===== src/rtl/core/button_gesture_classifier_assert.svh =====
// Assertion macros for the button gesture classifier RTL.
`ifndef BUTTON_GESTURE_CLASSIFIER_ASSERT_SVH
`define BUTTON_GESTURE_CLASSIFIER_ASSERT_SVH

// Same-cycle implication, disabled during reset.
`define BGC_ASSERT_IMP(label, clk, rst, ante, cons) \
   label: assert property (@(posedge clk) disable iff (rst) (ante) |-> (cons)) \
      else $error("bgc assertion failed");

// Next-cycle implication, disabled during reset.
`define BGC_ASSERT_NXT(label, clk, rst, ante, cons) \
   label: assert property (@(posedge clk) disable iff (rst) (ante) |=> (cons)) \
      else $error("bgc assertion failed");

`endif


===== src/rtl/core/bgc_pkg.sv =====
// Package: shared types and constants for the button gesture classifier.
`default_nettype none
package bgc_pkg;

   localparam int CFG_W          = 16;
   localparam int CSR_IDX_W      = 3;
   localparam int TIMER_WIDTH_DEF = 16;

   localparam logic [CFG_W-1:0] DEBOUNCE_RST = 16'd20;
   localparam logic [CFG_W-1:0] DOUBLE_RST   = 16'd850;
   localparam logic [CFG_W-1:0] LONG_RST     = 16'd900;
   localparam logic [CFG_W-1:0] STARTUP_RST  = 16'd500;
   localparam logic [CFG_W-1:0] GUARD_RST    = 16'd100;
   localparam logic             ACTLOW_RST   = 1'b1;

   typedef enum logic [CSR_IDX_W-1:0] {
      REG_DEBOUNCE = 3'd0,
      REG_DOUBLE   = 3'd1,
      REG_LONG     = 3'd2,
      REG_STARTUP  = 3'd3,
      REG_GUARD    = 3'd4,
      REG_ACTLOW   = 3'd5
   } reg_idx_type;

   typedef enum logic [1:0] {
      GEST_SHORT  = 2'd0,
      GEST_LONG   = 2'd1,
      GEST_DOUBLE = 2'd2
   } gesture_type;

   typedef struct packed {
      logic [CFG_W-1:0] debounce_ms;
      logic [CFG_W-1:0] double_window_ms;
      logic [CFG_W-1:0] long_press_ms;
      logic [CFG_W-1:0] startup_ignore_ms;
      logic [CFG_W-1:0] guard_ms;
      logic             active_low;
   } cfg_type;

   typedef struct packed {
      logic        valid;
      gesture_type gesture;
   } res_type;

endpackage
`default_nettype wire


===== src/rtl/core/bgc_cfg.sv =====
// Configuration register bank of the button gesture classifier.
`default_nettype none
module bgc_cfg (
   input  wire logic                          clock,
   input  wire logic                          reset,
   input  wire logic                          csr_we,
   input  wire logic [bgc_pkg::CSR_IDX_W-1:0] csr_index,
   input  wire logic [bgc_pkg::CFG_W-1:0]     csr_wdata,
   output bgc_pkg::cfg_type                   cfg
);
   import bgc_pkg::*;

   cfg_type cfg_ff, cfg_in;

   always_comb begin
      cfg_in = cfg_ff;
      if (csr_we) begin
         case (reg_idx_type'(csr_index))
            REG_DEBOUNCE: cfg_in.debounce_ms       = csr_wdata;
            REG_DOUBLE:   cfg_in.double_window_ms  = csr_wdata;
            REG_LONG:     cfg_in.long_press_ms     = csr_wdata;
            REG_STARTUP:  cfg_in.startup_ignore_ms = csr_wdata;
            REG_GUARD:    cfg_in.guard_ms          = csr_wdata;
            REG_ACTLOW:   cfg_in.active_low        = csr_wdata[0];
            default:      cfg_in = cfg_ff;
         endcase
      end
   end

   always_ff @(posedge clock) begin
      if (reset) begin
         cfg_ff.debounce_ms       <= DEBOUNCE_RST;
         cfg_ff.double_window_ms  <= DOUBLE_RST;
         cfg_ff.long_press_ms     <= LONG_RST;
         cfg_ff.startup_ignore_ms <= STARTUP_RST;
         cfg_ff.guard_ms          <= GUARD_RST;
         cfg_ff.active_low        <= ACTLOW_RST;
      end else begin
         cfg_ff <= cfg_in;
      end
   end

   assign cfg = cfg_ff;

endmodule
`default_nettype wire


===== src/rtl/core/bgc_core.sv =====
// Debounce and gesture classification state with its one-tick update logic.
`default_nettype none
module bgc_core #(
   parameter int TIMER_WIDTH = bgc_pkg::TIMER_WIDTH_DEF
) (
   input  wire logic       clock,
   input  wire logic       reset,
   input  wire logic       step_en,
   input  wire logic       pin_level,
   input  wire bgc_pkg::cfg_type cfg,
   output bgc_pkg::res_type res
);
   import bgc_pkg::*;

   localparam int CMP_W = (TIMER_WIDTH > CFG_W) ? TIMER_WIDTH : CFG_W;
   localparam logic [TIMER_WIDTH-1:0] AGE_MAX = {TIMER_WIDTH{1'b1}};

   logic [TIMER_WIDTH-1:0] startup_age_ff, startup_age_in;
   logic [TIMER_WIDTH-1:0] raw_age_ff, raw_age_in;
   logic [TIMER_WIDTH-1:0] press_age_ff, press_age_in;
   logic [TIMER_WIDTH-1:0] click_age_ff, click_age_in;
   logic [CFG_W-1:0]       guard_left_ff, guard_left_in;
   logic last_raw_ff, last_raw_in;
   logic stable_ff, stable_in;
   logic press_active_ff, press_active_in;
   logic long_fired_ff, long_fired_in;
   logic click_pending_ff, click_pending_in;
   logic double_armed_ff, double_armed_in;
   logic guard_active_ff, guard_active_in;

   logic             raw;
   logic [CFG_W-1:0] long_lim;
   logic [CFG_W-1:0] guard_dec;
   logic             in_startup;
   res_type          res_c;

   function automatic logic [TIMER_WIDTH-1:0] age_inc(input logic [TIMER_WIDTH-1:0] a);
      return (a == AGE_MAX) ? a : a + 1'b1;
   endfunction

   always_comb begin
      raw        = pin_level ^ cfg.active_low;
      long_lim   = (cfg.long_press_ms == '0) ? CFG_W'(1) : cfg.long_press_ms;
      in_startup = CMP_W'(startup_age_ff) < CMP_W'(cfg.startup_ignore_ms);
      guard_dec  = guard_left_ff - CFG_W'(guard_left_ff != '0);

      res_c.valid   = 1'b0;
      res_c.gesture = GEST_SHORT;

      startup_age_in   = age_inc(startup_age_ff);
      raw_age_in       = age_inc(raw_age_ff);
      press_age_in     = age_inc(press_age_ff);
      click_age_in     = age_inc(click_age_ff);
      guard_left_in    = guard_left_ff;
      last_raw_in      = last_raw_ff;
      stable_in        = stable_ff;
      press_active_in  = press_active_ff;
      long_fired_in    = long_fired_ff;
      click_pending_in = click_pending_ff;
      double_armed_in  = double_armed_ff;
      guard_active_in  = guard_active_ff;

      if (in_startup) begin
         // follow the raw level, no gestures
         last_raw_in      = raw;
         stable_in        = raw;
         raw_age_in       = '0;
         press_active_in  = raw;
         press_age_in     = '0;
         guard_active_in  = 1'b0;
         guard_left_in    = '0;
         long_fired_in    = 1'b0;
         click_pending_in = 1'b0;
         double_armed_in  = 1'b0;
      end else if (guard_active_ff && guard_dec != '0) begin
         guard_left_in = guard_dec;
         if (!raw) begin
            last_raw_in = 1'b0;
            stable_in   = 1'b0;
            raw_age_in  = '0;
         end
         press_active_in  = 1'b0;
         long_fired_in    = 1'b0;
         click_pending_in = 1'b0;
         double_armed_in  = 1'b0;
      end else begin
         if (guard_active_ff) begin
            guard_left_in   = guard_dec;
            guard_active_in = 1'b0;
         end

         if (raw != last_raw_ff) begin
            last_raw_in = raw;
            raw_age_in  = '0;
         end

         if (CMP_W'(raw_age_in) >= CMP_W'(cfg.debounce_ms) && raw != stable_ff) begin
            stable_in = raw;
            if (raw) begin
               if (click_pending_ff) begin
                  click_pending_in = 1'b0;
                  if (CMP_W'(click_age_in) <= CMP_W'(cfg.double_window_ms)) begin
                     double_armed_in = 1'b1;
                  end else begin
                     res_c.valid   = 1'b1;
                     res_c.gesture = GEST_SHORT;
                  end
               end
               press_active_in = 1'b1;
               press_age_in    = '0;
               long_fired_in   = 1'b0;
            end else begin
               if (!long_fired_ff) begin
                  if (double_armed_ff) begin
                     double_armed_in = 1'b0;
                     guard_active_in = 1'b1;
                     guard_left_in   = cfg.guard_ms;
                     res_c.valid     = 1'b1;
                     res_c.gesture   = GEST_DOUBLE;
                  end else begin
                     click_pending_in = 1'b1;
                     click_age_in     = '0;
                  end
               end
               press_active_in = 1'b0;
               long_fired_in   = 1'b0;
            end
         end

         if (!res_c.valid && stable_in && !long_fired_in && press_active_in &&
             CMP_W'(press_age_in) >= CMP_W'(long_lim)) begin
            long_fired_in    = 1'b1;
            click_pending_in = 1'b0;
            double_armed_in  = 1'b0;
            guard_active_in  = 1'b1;
            guard_left_in    = cfg.guard_ms;
            res_c.valid      = 1'b1;
            res_c.gesture    = GEST_LONG;
         end

         // single click resolves once the double window has run out
         if (!res_c.valid && click_pending_in && !stable_in &&
             CMP_W'(click_age_in) > CMP_W'(cfg.double_window_ms)) begin
            click_pending_in = 1'b0;
            res_c.valid      = 1'b1;
            res_c.gesture    = GEST_SHORT;
         end
      end
   end

   always_ff @(posedge clock) begin
      if (reset) begin
         startup_age_ff   <= '0;
         raw_age_ff       <= '0;
         press_age_ff     <= '0;
         click_age_ff     <= '0;
         guard_left_ff    <= '0;
         last_raw_ff      <= 1'b0;
         stable_ff        <= 1'b0;
         press_active_ff  <= 1'b0;
         long_fired_ff    <= 1'b0;
         click_pending_ff <= 1'b0;
         double_armed_ff  <= 1'b0;
         guard_active_ff  <= 1'b0;
      end else if (step_en) begin
         startup_age_ff   <= startup_age_in;
         raw_age_ff       <= raw_age_in;
         press_age_ff     <= press_age_in;
         click_age_ff     <= click_age_in;
         guard_left_ff    <= guard_left_in;
         last_raw_ff      <= last_raw_in;
         stable_ff        <= stable_in;
         press_active_ff  <= press_active_in;
         long_fired_ff    <= long_fired_in;
         click_pending_ff <= click_pending_in;
         double_armed_ff  <= double_armed_in;
         guard_active_ff  <= guard_active_in;
      end
   end

   assign res = res_c;

endmodule
`default_nettype wire


===== src/rtl/core/button_gesture_classifier.sv =====
// A request is registered in the input register, then classified into the rsp register.
// Throughput: one request per cycle while no result stalls; one state update per request.
// A stalled result stops the core; the input register takes one more request, then blocks.
// Reset (synchronous, active high) clears valid and core state, loads default CSR values.
// After reset the first startup_ignore_ms requests only track the pin, never emit.
`default_nettype none
`include "button_gesture_classifier_assert.svh"
module button_gesture_classifier #(
   parameter int TIMER_WIDTH = bgc_pkg::TIMER_WIDTH_DEF
) (
   input  wire logic                          clock,
   input  wire logic                          reset,
   input  wire logic                          req_valid,
   output logic                               req_ready,
   input  wire logic                          req_pin_level,
   output logic                               rsp_valid,
   input  wire logic                          rsp_ready,
   output logic [1:0]                         rsp_gesture,
   input  wire logic                          csr_we,
   input  wire logic [bgc_pkg::CSR_IDX_W-1:0] csr_index,
   input  wire logic [bgc_pkg::CFG_W-1:0]     csr_wdata
);
   import bgc_pkg::*;

   cfg_type cfg;
   res_type res;

   logic in_valid_ff, in_valid_in;
   logic in_level_ff, in_level_in;
   logic rsp_valid_ff, rsp_valid_in;
   gesture_type rsp_gesture_ff, rsp_gesture_in;
   logic advance;

   bgc_cfg u_cfg (
      .clock     (clock),
      .reset     (reset),
      .csr_we    (csr_we),
      .csr_index (csr_index),
      .csr_wdata (csr_wdata),
      .cfg       (cfg)
   );

   bgc_core #(.TIMER_WIDTH(TIMER_WIDTH)) u_core (
      .clock     (clock),
      .reset     (reset),
      .step_en   (advance),
      .pin_level (in_level_ff),
      .cfg       (cfg),
      .res       (res)
   );

   always_comb begin
      advance   = in_valid_ff && (!rsp_valid_ff || rsp_ready);
      req_ready = !in_valid_ff || advance;

      in_valid_in = in_valid_ff;
      in_level_in = in_level_ff;
      if (req_valid && req_ready) begin
         in_valid_in = 1'b1;
         in_level_in = req_pin_level;
      end else if (advance) begin
         in_valid_in = 1'b0;
      end

      rsp_gesture_in = rsp_gesture_ff;
      if (advance) begin
         rsp_valid_in = res.valid;
         if (res.valid) begin
            rsp_gesture_in = res.gesture;
         end
      end else begin
         rsp_valid_in = rsp_valid_ff && !rsp_ready;
      end
   end

   always_ff @(posedge clock) begin
      if (reset) begin
         in_valid_ff  <= 1'b0;
         rsp_valid_ff <= 1'b0;
      end else begin
         in_valid_ff  <= in_valid_in;
         rsp_valid_ff <= rsp_valid_in;
      end
   end

   always_ff @(posedge clock) begin
      in_level_ff    <= in_level_in;
      rsp_gesture_ff <= rsp_gesture_in;
   end

   assign rsp_valid   = rsp_valid_ff;
   assign rsp_gesture = rsp_gesture_ff;

   `BGC_ASSERT_IMP(a_stall_only_when_full, clock, reset, !req_ready, in_valid_ff && rsp_valid_ff)
   `BGC_ASSERT_NXT(a_held_request_kept, clock, reset, in_valid_ff && !advance, in_valid_ff)
   `BGC_ASSERT_NXT(a_result_registered, clock, reset, advance && res.valid, rsp_valid_ff)

endmodule
`default_nettype wire


===== config.mk =====
export PLATFORM = sky130hd
export DESIGN_NAME = button_gesture_classifier
export DESIGN_NICKNAME = d
export VERILOG_FILES = /design/src/rtl/core/bgc_pkg.sv /design/src/rtl/core/bgc_cfg.sv /design/src/rtl/core/bgc_core.sv /design/src/rtl/core/button_gesture_classifier.sv
export VERILOG_INCLUDE_DIRS = /design/src /design/src/rtl/core
export SDC_FILE = /design/constraint.sdc
export NUM_CORES = 1
export LEC_CHECK = 0
export BUFFER_PORTS_ARGS = -buffer_cell sky130_fd_sc_hd__clkbuf_2
export CAP_MARGIN = 15
export CORE_MARGIN = 3
export CORE_UTILIZATION = 60
export DETAILED_ROUTE_END_ITERATION = 10
export PLACE_DENSITY = 0.85
export REMOVE_ABC_BUFFERS = 1
export SYNTH_ARGS = -nofsm -noshare
export SYNTH_HDL_FRONTEND = slang
export SYNTH_SLANG_ARGS = --single-unit

===== constraint.sdc =====
create_clock -name clock -period 10.94 [get_ports clock]
set_input_delay 0.547 -clock clock [delete_from_list [all_inputs] [get_ports clock]]
set_output_delay 0.547 -clock clock [all_outputs]
set_load 0.02 [all_outputs]

Yosys cells after proc, flatten, opt, wreduce, memory -nomap -nowiden
Index checks and enable logic that the tools add are counted.
{"block": "op_classes", "eq_ne": 16, "n_addsub": 5, "order_cmp": 5, "muxes": 95, "bitwise": 2, "n_reduce_logical": 41}
{"operator": "two-way mux 16 bit", "count": 32}
{"operator": "adder 16 x 1 -> 16 bit (second input constant)", "count": 4}
{"operator": "== test 16 bit (second input constant)", "count": 4}
{"operator": "two-way mux 1 bit", "count": 49}
{"operator": "two-way mux 3 bit", "count": 14}
{"operator": "greater-or-equal comparator 16 bit", "count": 2}
{"operator": "nonzero test 16 bit", "count": 2}
{"operator": "AND reduction 2 bit", "count": 10}
{"operator": "> comparator 16 bit", "count": 1}
{"operator": "<= comparator 16 bit", "count": 1}
{"operator": "zero test 16 bit", "count": 1}
{"operator": "less-than comparator 16 bit", "count": 1}
{"operator": "subtractor 16 x 1 -> 16 bit", "count": 1}
{"operator": "logical AND 1 bit", "count": 12}
{"operator": "!= test 5 bit (second input constant)", "count": 2}
{"operator": "zero test 1 bit", "count": 7}
{"operator": "== test 3 x 2 -> 1 bit (second input constant)", "count": 2}
{"operator": "== test 3 bit (second input constant)", "count": 2}
{"operator": "!= test 5 x 4 -> 1 bit (second input constant)", "count": 1}
{"operator": "AND reduction 5 bit", "count": 1}
{"operator": "nonzero test 4 bit", "count": 1}
{"operator": "== test 3 x 1 -> 1 bit (second input constant)", "count": 1}
{"operator": "zero test 3 bit", "count": 1}
{"operator": "!= test 3 bit (second input constant)", "count": 1}
{"operator": "other kinds (9)", "count": 11}
{"block": "word_totals", "word_cells": 186, "output_inout_bits": 4, "ff_bits": 173}

Longest topological paths before layout
{"block": "logic_depth", "word_depth": 27, "ltp_mapped": 27, "mapped_depth_nobuf": 23}

Modules after synthesis
Synthesis repeated with hierarchy kept, for this count alone.
{"block": "hier_totals", "cells_unflattened": 1409, "area_unflattened_um2": 11664.9}
{"mod": "bgc_core", "area_per_inst_um2": 8217.9, "cells_per_inst": 1095, "n_inst": 1}
{"mod": "bgc_cfg", "area_per_inst_um2": 3250.6, "cells_per_inst": 300, "n_inst": 1}
{"mod": "button_gesture_classifier", "area_per_inst_um2": 196.4, "cells_per_inst": 14, "n_inst": 1}

Least setup slack after synthesis
OpenSTA, ideal clock, no wires.
{"block": "synth_timing", "kind": "flip-flop to flip-flop", "startpoint": "reg u_core.raw_age_ff[4]", "endpoint": "reg u_core.guard_left_ff[3]", "stages_incl_launch_ff": 25, "t_arrival_ps": 6174, "period_less_slack_ps": 6295, "setup_slack_ps": 4645, "setup_time_ps": 122, "required_time_ps": 10818, "path_cell_list": "dfxtp_1 clkbuf_1 and4_1 nand4_1 nor4_1 nor2_1 and3_1 xnor2_1 nor2_1 ha_1 o211ai_1 a2111o_1 o21a_1 nor2_1 clkbuf_1 nor2_1 ha_1 a21oi_1 o21ai_0 a41oi_1 o21ai_0 nand3_1 o41ai_4 mux2_2 a221o_1"}
{"block": "synth_between", "elab_chain_cells": 18, "elab_cells_between_ends": 34, "classes_between": "1 x add/sub; 2 x order compare; 1 x eq/ne; 23 x mux; 7 x reduce/logical"}
{"item": "start, declared", "line": "bgc_core.sv:19", "text": "logic [TIMER_WIDTH-1:0] raw_age_ff, raw_age_in;"}
{"item": "start signal, assigned", "line": "bgc_core.sv:167", "text": "raw_age_ff <= raw_age_in;"}
{"item": "adder 16 x 1 -> 16 bit / == test 16 bit (equally long branches)", "line": "bgc_core.sv:38", "text": "return (a == AGE_MAX) ? a : a + 1'b1;"}
{"item": "two-way mux 16 bit (*)", "line": "bgc_core.sv:38"}
{"item": "two-way mux 16 bit (*)", "line": "bgc_core.sv:92", "text": "if (raw != last_raw_ff) begin"}
{"item": "two-way mux 16 bit (*)", "line": "bgc_core.sv:75", "text": "end else if (guard_active_ff && guard_dec != '0) begin"}
{"item": "two-way mux 16 bit (*)", "line": "bgc_core.sv:63", "text": "if (in_startup) begin"}
{"item": "greater-or-equal comparator 16 bit (*)", "line": "bgc_core.sv:97", "text": "if (CMP_W'(raw_age_in) >= CMP_W'(cfg.debounce_ms) && raw != stable_ff) begin"}
{"item": "logical AND 1 bit (*)", "line": "bgc_core.sv:97"}
{"item": "branches (longest 8 deep; another with greater-or-equal comparator 16 bit)"}
{"item": "two-way mux 16 bit (*)", "line": "bgc_core.sv:130", "text": "if (!res_c.valid && stable_in && !long_fired_in && press_active_in &&"}
{"item": "two-way mux 16 bit (*)", "line": "bgc_core.sv:75"}
{"item": "two-way mux 16 bit (*)", "line": "bgc_core.sv:63"}
{"item": "end signal, assigned", "line": "bgc_core.sv:170", "text": "guard_left_ff <= guard_left_in;"}
{"item": "end, declared", "line": "bgc_core.sv:22", "text": "logic [CFG_W-1:0] guard_left_ff, guard_left_in;"}
Every way passes the cells marked *. The select of a mux whose other input is x is not followed.
A chain may end at the register's enable or synchronous reset.

Final worst setup path
{"block": "layout_timing", "startpoint": "reg u_core.raw_age_ff[4]", "endpoint": "reg rsp_gesture_ff[0] (netlist: rsp_gesture[0]), enable pin"}
{"block": "layout_between", "elab_chain_cells": 26, "elab_cells_between_ends": 50, "classes_between": "1 x add/sub; 3 x order compare; 1 x eq/ne; 32 x mux; 13 x reduce/logical"}
{"item": "adder 16 x 1 -> 16 bit / == test 16 bit (equally long branches)", "line": "bgc_core.sv:38"}
{"item": "two-way mux 16 bit (*)", "line": "bgc_core.sv:38"}
{"item": "two-way mux 16 bit (*)", "line": "bgc_core.sv:92"}
{"item": "two-way mux 16 bit (*)", "line": "bgc_core.sv:75"}
{"item": "two-way mux 16 bit (*)", "line": "bgc_core.sv:63"}
{"item": "greater-or-equal comparator 16 bit (*)", "line": "bgc_core.sv:97"}
{"item": "logical AND 1 bit (*)", "line": "bgc_core.sv:97"}
{"item": "branches (longest 15 deep; another with greater-or-equal comparator 16 bit)"}
{"item": "two-way mux 3 bit (*)", "line": "bgc_core.sv:142", "text": "if (!res_c.valid && click_pending_in && !stable_in &&"}
{"item": "two-way mux 3 bit (*)", "line": "bgc_core.sv:75"}
{"item": "two-way mux 3 bit (*)", "line": "bgc_core.sv:63"}
{"item": "AND reduction 2 bit (no line) (*)"}
{"item": "end signal, assigned", "line": "button_gesture_classifier.sv:88", "text": "rsp_gesture_ff <= rsp_gesture_in;"}
{"item": "end, declared", "line": "button_gesture_classifier.sv:31", "text": "gesture_type rsp_gesture_ff, rsp_gesture_in;"}
Marked as above.

==> results.rst <==
.. list-table::
   :header-rows: 1

   * - Metric
     - Value
   * - Cell Pwr Density
     - ~120 nW/µm²
   * - Initial standard-cell utilization of the core
     - 0.622
   * - Via total after detailed routing
     - approximately 10000
   * - Number of placed instances, taps included
     - between 1500 and 2000
   * - Area share of the largest cell type after synthesis
     - 0.312
   * - Critical Path Start Type
     - flop
   * - Clk Latency, worst-skew pair
     - 0.44 ns
   * - DRT iter0 DRCs
     - approximately 970
   * - Final-layout fill cell count
     - between 1000 and 1500
   * - Dominant cell type by area after synthesis
     - dfxtp_1
   * - Leakage power
     - roughly 4.7 nW
   * - Cell variety after synth
     - roughly 80
   * - Final nets
     - approximately 1500
   * - Layout cells sized above 1
     - 0.0708
   * - YS warnings
     - 0
   * - R2R depth
     - 21
   * - Number of global-route vias before repair
     - roughly 10000
   * - Number of endpoints with negative hold slack in the final report
     - 0
   * - Final setup margin
     - around 3.7 ns
   * - Number of antenna violations at the first check in global routing
     - 0
   * - Status
     - completed
   * - Number of hold buffers added after CTS
     - 0
   * - Count of buffers from port buffering
     - 28
   * - Arr. time, crit path
     - between 7 and 8 ns
   * - Max transition margin
     - 0.291
   * - Count leader, synth
     - nand2_1
   * - Crit path required time
     - roughly 11 ns
   * - Clk_skew
     - about 0.011 ns
   * - Total Neg Setup Slack
     - 0 ns
   * - Setup repair after global routing missed its margin
     - no
   * - Number of inserted diodes
     - 0
   * - # IOs
     - 29
   * - Total length of routed wires
     - a little under 30000 µm
   * - Post-layout min period
     - just over 7 ns
   * - Clock slew at the register clock pins of the worst setup and hold paths
     - around 0.07 ns
   * - Post-cts sizing count
     - 0
   * - Placement Rows
     - 48
   * - Type of element capturing the critical path
     - flop
   * - Area growth, synth to finish
     - 7.84%
   * - Count of non-filler cells in the finished layout
     - roughly 1700
   * - Count of flip-flops with a built-in enable after synthesis
     - 3
   * - DIE AREA
     - roughly 20000 µm²
   * - Highest fanout seen on the critical path
     - 17
   * - Clock sink count
     - about 170
   * - DRC viols
     - 0
   * - Number of maximum-capacitance violations
     - 0
   * - Synthesized netlist cell count
     - around 1400
   * - Die span in x
     - between 100 and 150 µm
   * - Main synth FF type
     - dfxtp_1
   * - Post-Place Setup Slack
     - around 3.9 ns
   * - Clock tree from TritonCTS
     - yes
   * - CTS Buffer Depth
     - 2
   * - Crit path kind
     - flop to flop
   * - Total track usage
     - 0.299
   * - CTS Root Buffer Type
     - clkbuf_16
   * - Flip-flop and latch count after synthesis
     - around 170
   * - Global-route wire length before repair
     - around 49000 µm
   * - Maximum frequency from static timing analysis
     - about 140 MHz
   * - WL per Instance
     - ~18 µm
   * - Transition time at the pin with the least slew margin
     - 1.05 ns
   * - Final number of max-transition violations
     - 0
   * - Summed instance area of the synthesized netlist
     - 10900 µm²
   * - Synthesized area per cell
     - between 7 and 8 µm²
   * - Tot Pwr
     - 1.37 mW
   * - Top area cells in the synthesized netlist
     - dfxtp_1 (31%), ha_1 (9.7%), nand2_1 (8.6%), a21oi_1 (5.6%), nor2_1 (3.8%)
   * - Height of the die
     - approximately 140 µm
   * - Remaining global-route overflow
     - 0
   * - Worst voltage drop across the vdd grid
     - between 0.1 and 0.15 mV
   * - Count of nets left with antenna violations after detail routing
     - 0
   * - Hold Crit Depth
     - 1
   * - Detailed Place HPWL
     - 21000 µm
   * - Fraction of the yosys area taken by sequential cells
     - 0.320
   * - Most common library cells after synthesis
     - nand2_1 (249), dfxtp_1 (170), a21oi_1 (123)
   * - Number of H-tree branching levels
     - 4
   * - Worst min-delay path class
     - input port to flop
   * - Maximum number of pins on one net before global-route repair
     - 62
   * - Setup violators final
     - 0
   * - Placer congestion estimate
     - about 0.96
   * - Placeable core region
     - roughly 18000 µm²
   * - Inserted Clock Buffers
     - 17
   * - Post-CTS repair timing setup buffer count
     - 0
   * - Async set-or-reset flop fraction in the synthesized netlist
     - 0
   * - Via density per instance
     - roughly 6.3
   * - Share of the clock period used by the worst path
     - 0.658
   * - Iteration count of the initial detailed-routing pass
     - 5
metrics by stage:
step | cell area (µm²) | util | hold WS [ns]
global placement | 11100 | 0.636 | 0.442
floorplan | 10600 | - | 0.427
global route | 11800 | 0.671 | 0.282
detailed placement | 11100 | 0.636 | 0.447
finish | 11800 | 0.671 | 0.279
CTS | 11800 | 0.671 | 0.271
area by class of cell:
class / count / area [µm²] / area share
clock inverters: 14 / 170 / 0.0145
well taps: 225 / 282 / 0.0239
inverters: 89 / 334 / 0.0284
repair buffers: 43 / 256 / 0.0218
flip-flops and latches: 173 / 3490 / 0.297
clock buffers: 18 / 439 / 0.0373
multi-input cells: 1089 / 6800 / 0.577
path summary, 6_finish.rpt:
path                              from              to  slack (ns)
setup reg to reg  u_core.raw_age_ff[4]  rsp_gesture[0]        3.74
hold reg to reg          u_cfg.cfg[27]   u_cfg.cfg[27]        0.46
hold / removal           req_pin_level     in_level_ff        0.28
setup / recovery  u_core.raw_age_ff[4]  rsp_gesture[0]        3.74
layer usage:
| metal | track usage | vias to the layer above | share of wire |
|---|---|---|---|
| li1 | - | 5032 | - |
| met1 | 0.383 | 4886 | 0.41 |
| met2 | 0.497 | 439 | 0.47 |
| met3 | 0.0675 | 75 | 0.084 |
| met4 | 0.103 | 0 | 0.030 |
| met5 | 0 | - | 0 |
state kept, by name, indices dropped and copies added, names as in the netlist, 2 cells and up:
| name | flops |
|---|---|
| rsp_gesture | 2 |
| u_cfg.cfg | 81 |
| u_core.click_age_ff | 16 |
| u_core.guard_left_ff | 16 |
| u_core.press_age_ff | 16 |
| u_core.raw_age_ff | 16 |
| u_core.startup_age_ff | 16 |
power by group:
group	internal, mW	switching [mW]	total [mW]
Clock	0.334	0.291	0.625
Combinational	0.0279	0.0675	0.0954
Sequential	0.640	0.00748	0.648
worst max-delay path, cell delays in order, from the launching register on:
cell      delay [ns]
dfxtp_1         0.48
and4_1          0.30
nand4_1         0.21
nor4_1          0.93
nor2_1          0.30
and3_1          0.30
xnor2_1         0.17
nor2_1          0.07
ha_1            0.28
o211ai_1        0.08
a2111o_1        0.47
o21ai_1         0.45
and4b_1         0.75
nor2_1          0.12
ha_1            0.32
a21oi_1         0.15
o21ai_0         0.12
a221o_1         0.38
o311ai_0        0.54
nor2_1          0.09
a211oi_1        0.29
nor3_1          0.14
layout by cell type (no fill, tap or decap), types with 9 or more instances in the layout:
cell and n:
a21oi_1 123, buf_4 14, nand3_1 43, and2_1 14, a21o_1 15, or3_1 9, a31oi_1 18, nand2_1 249
o22ai_1 11, mux2i_1 21, nor2_1 109, inv_1 87, nor3_1 30, clkbuf_16 17, nand4_1 27, xor2_1 23
and3_1 18, nand4b_1 9, ha_1 85, nor4_1 16, a22oi_1 10, clkbuf_2 27, nand2b_1 21, o21ai_0 50
dfxtp_1 170, xnor2_1 33, o211ai_1 26, a211oi_1 12
cell families (layout without fill, tap and decap cells):
| family | Yosys count | after routing | synth area share |
|---|---|---|---|
| simple gates | 586 | 586 | 0.254 |
| flops | 173 | 173 | 0.320 |
| mux | 26 | 26 | 0.0244 |
| compound gates | 335 | 335 | 0.199 |
| xor+xnor | 57 | 57 | 0.0464 |
| fa+ha+maj | 85 | 85 | 0.0974 |
| buf+inv | 164 | 164 | 0.0585 |
No activity file was read; power rests on OpenSTA's default activity.
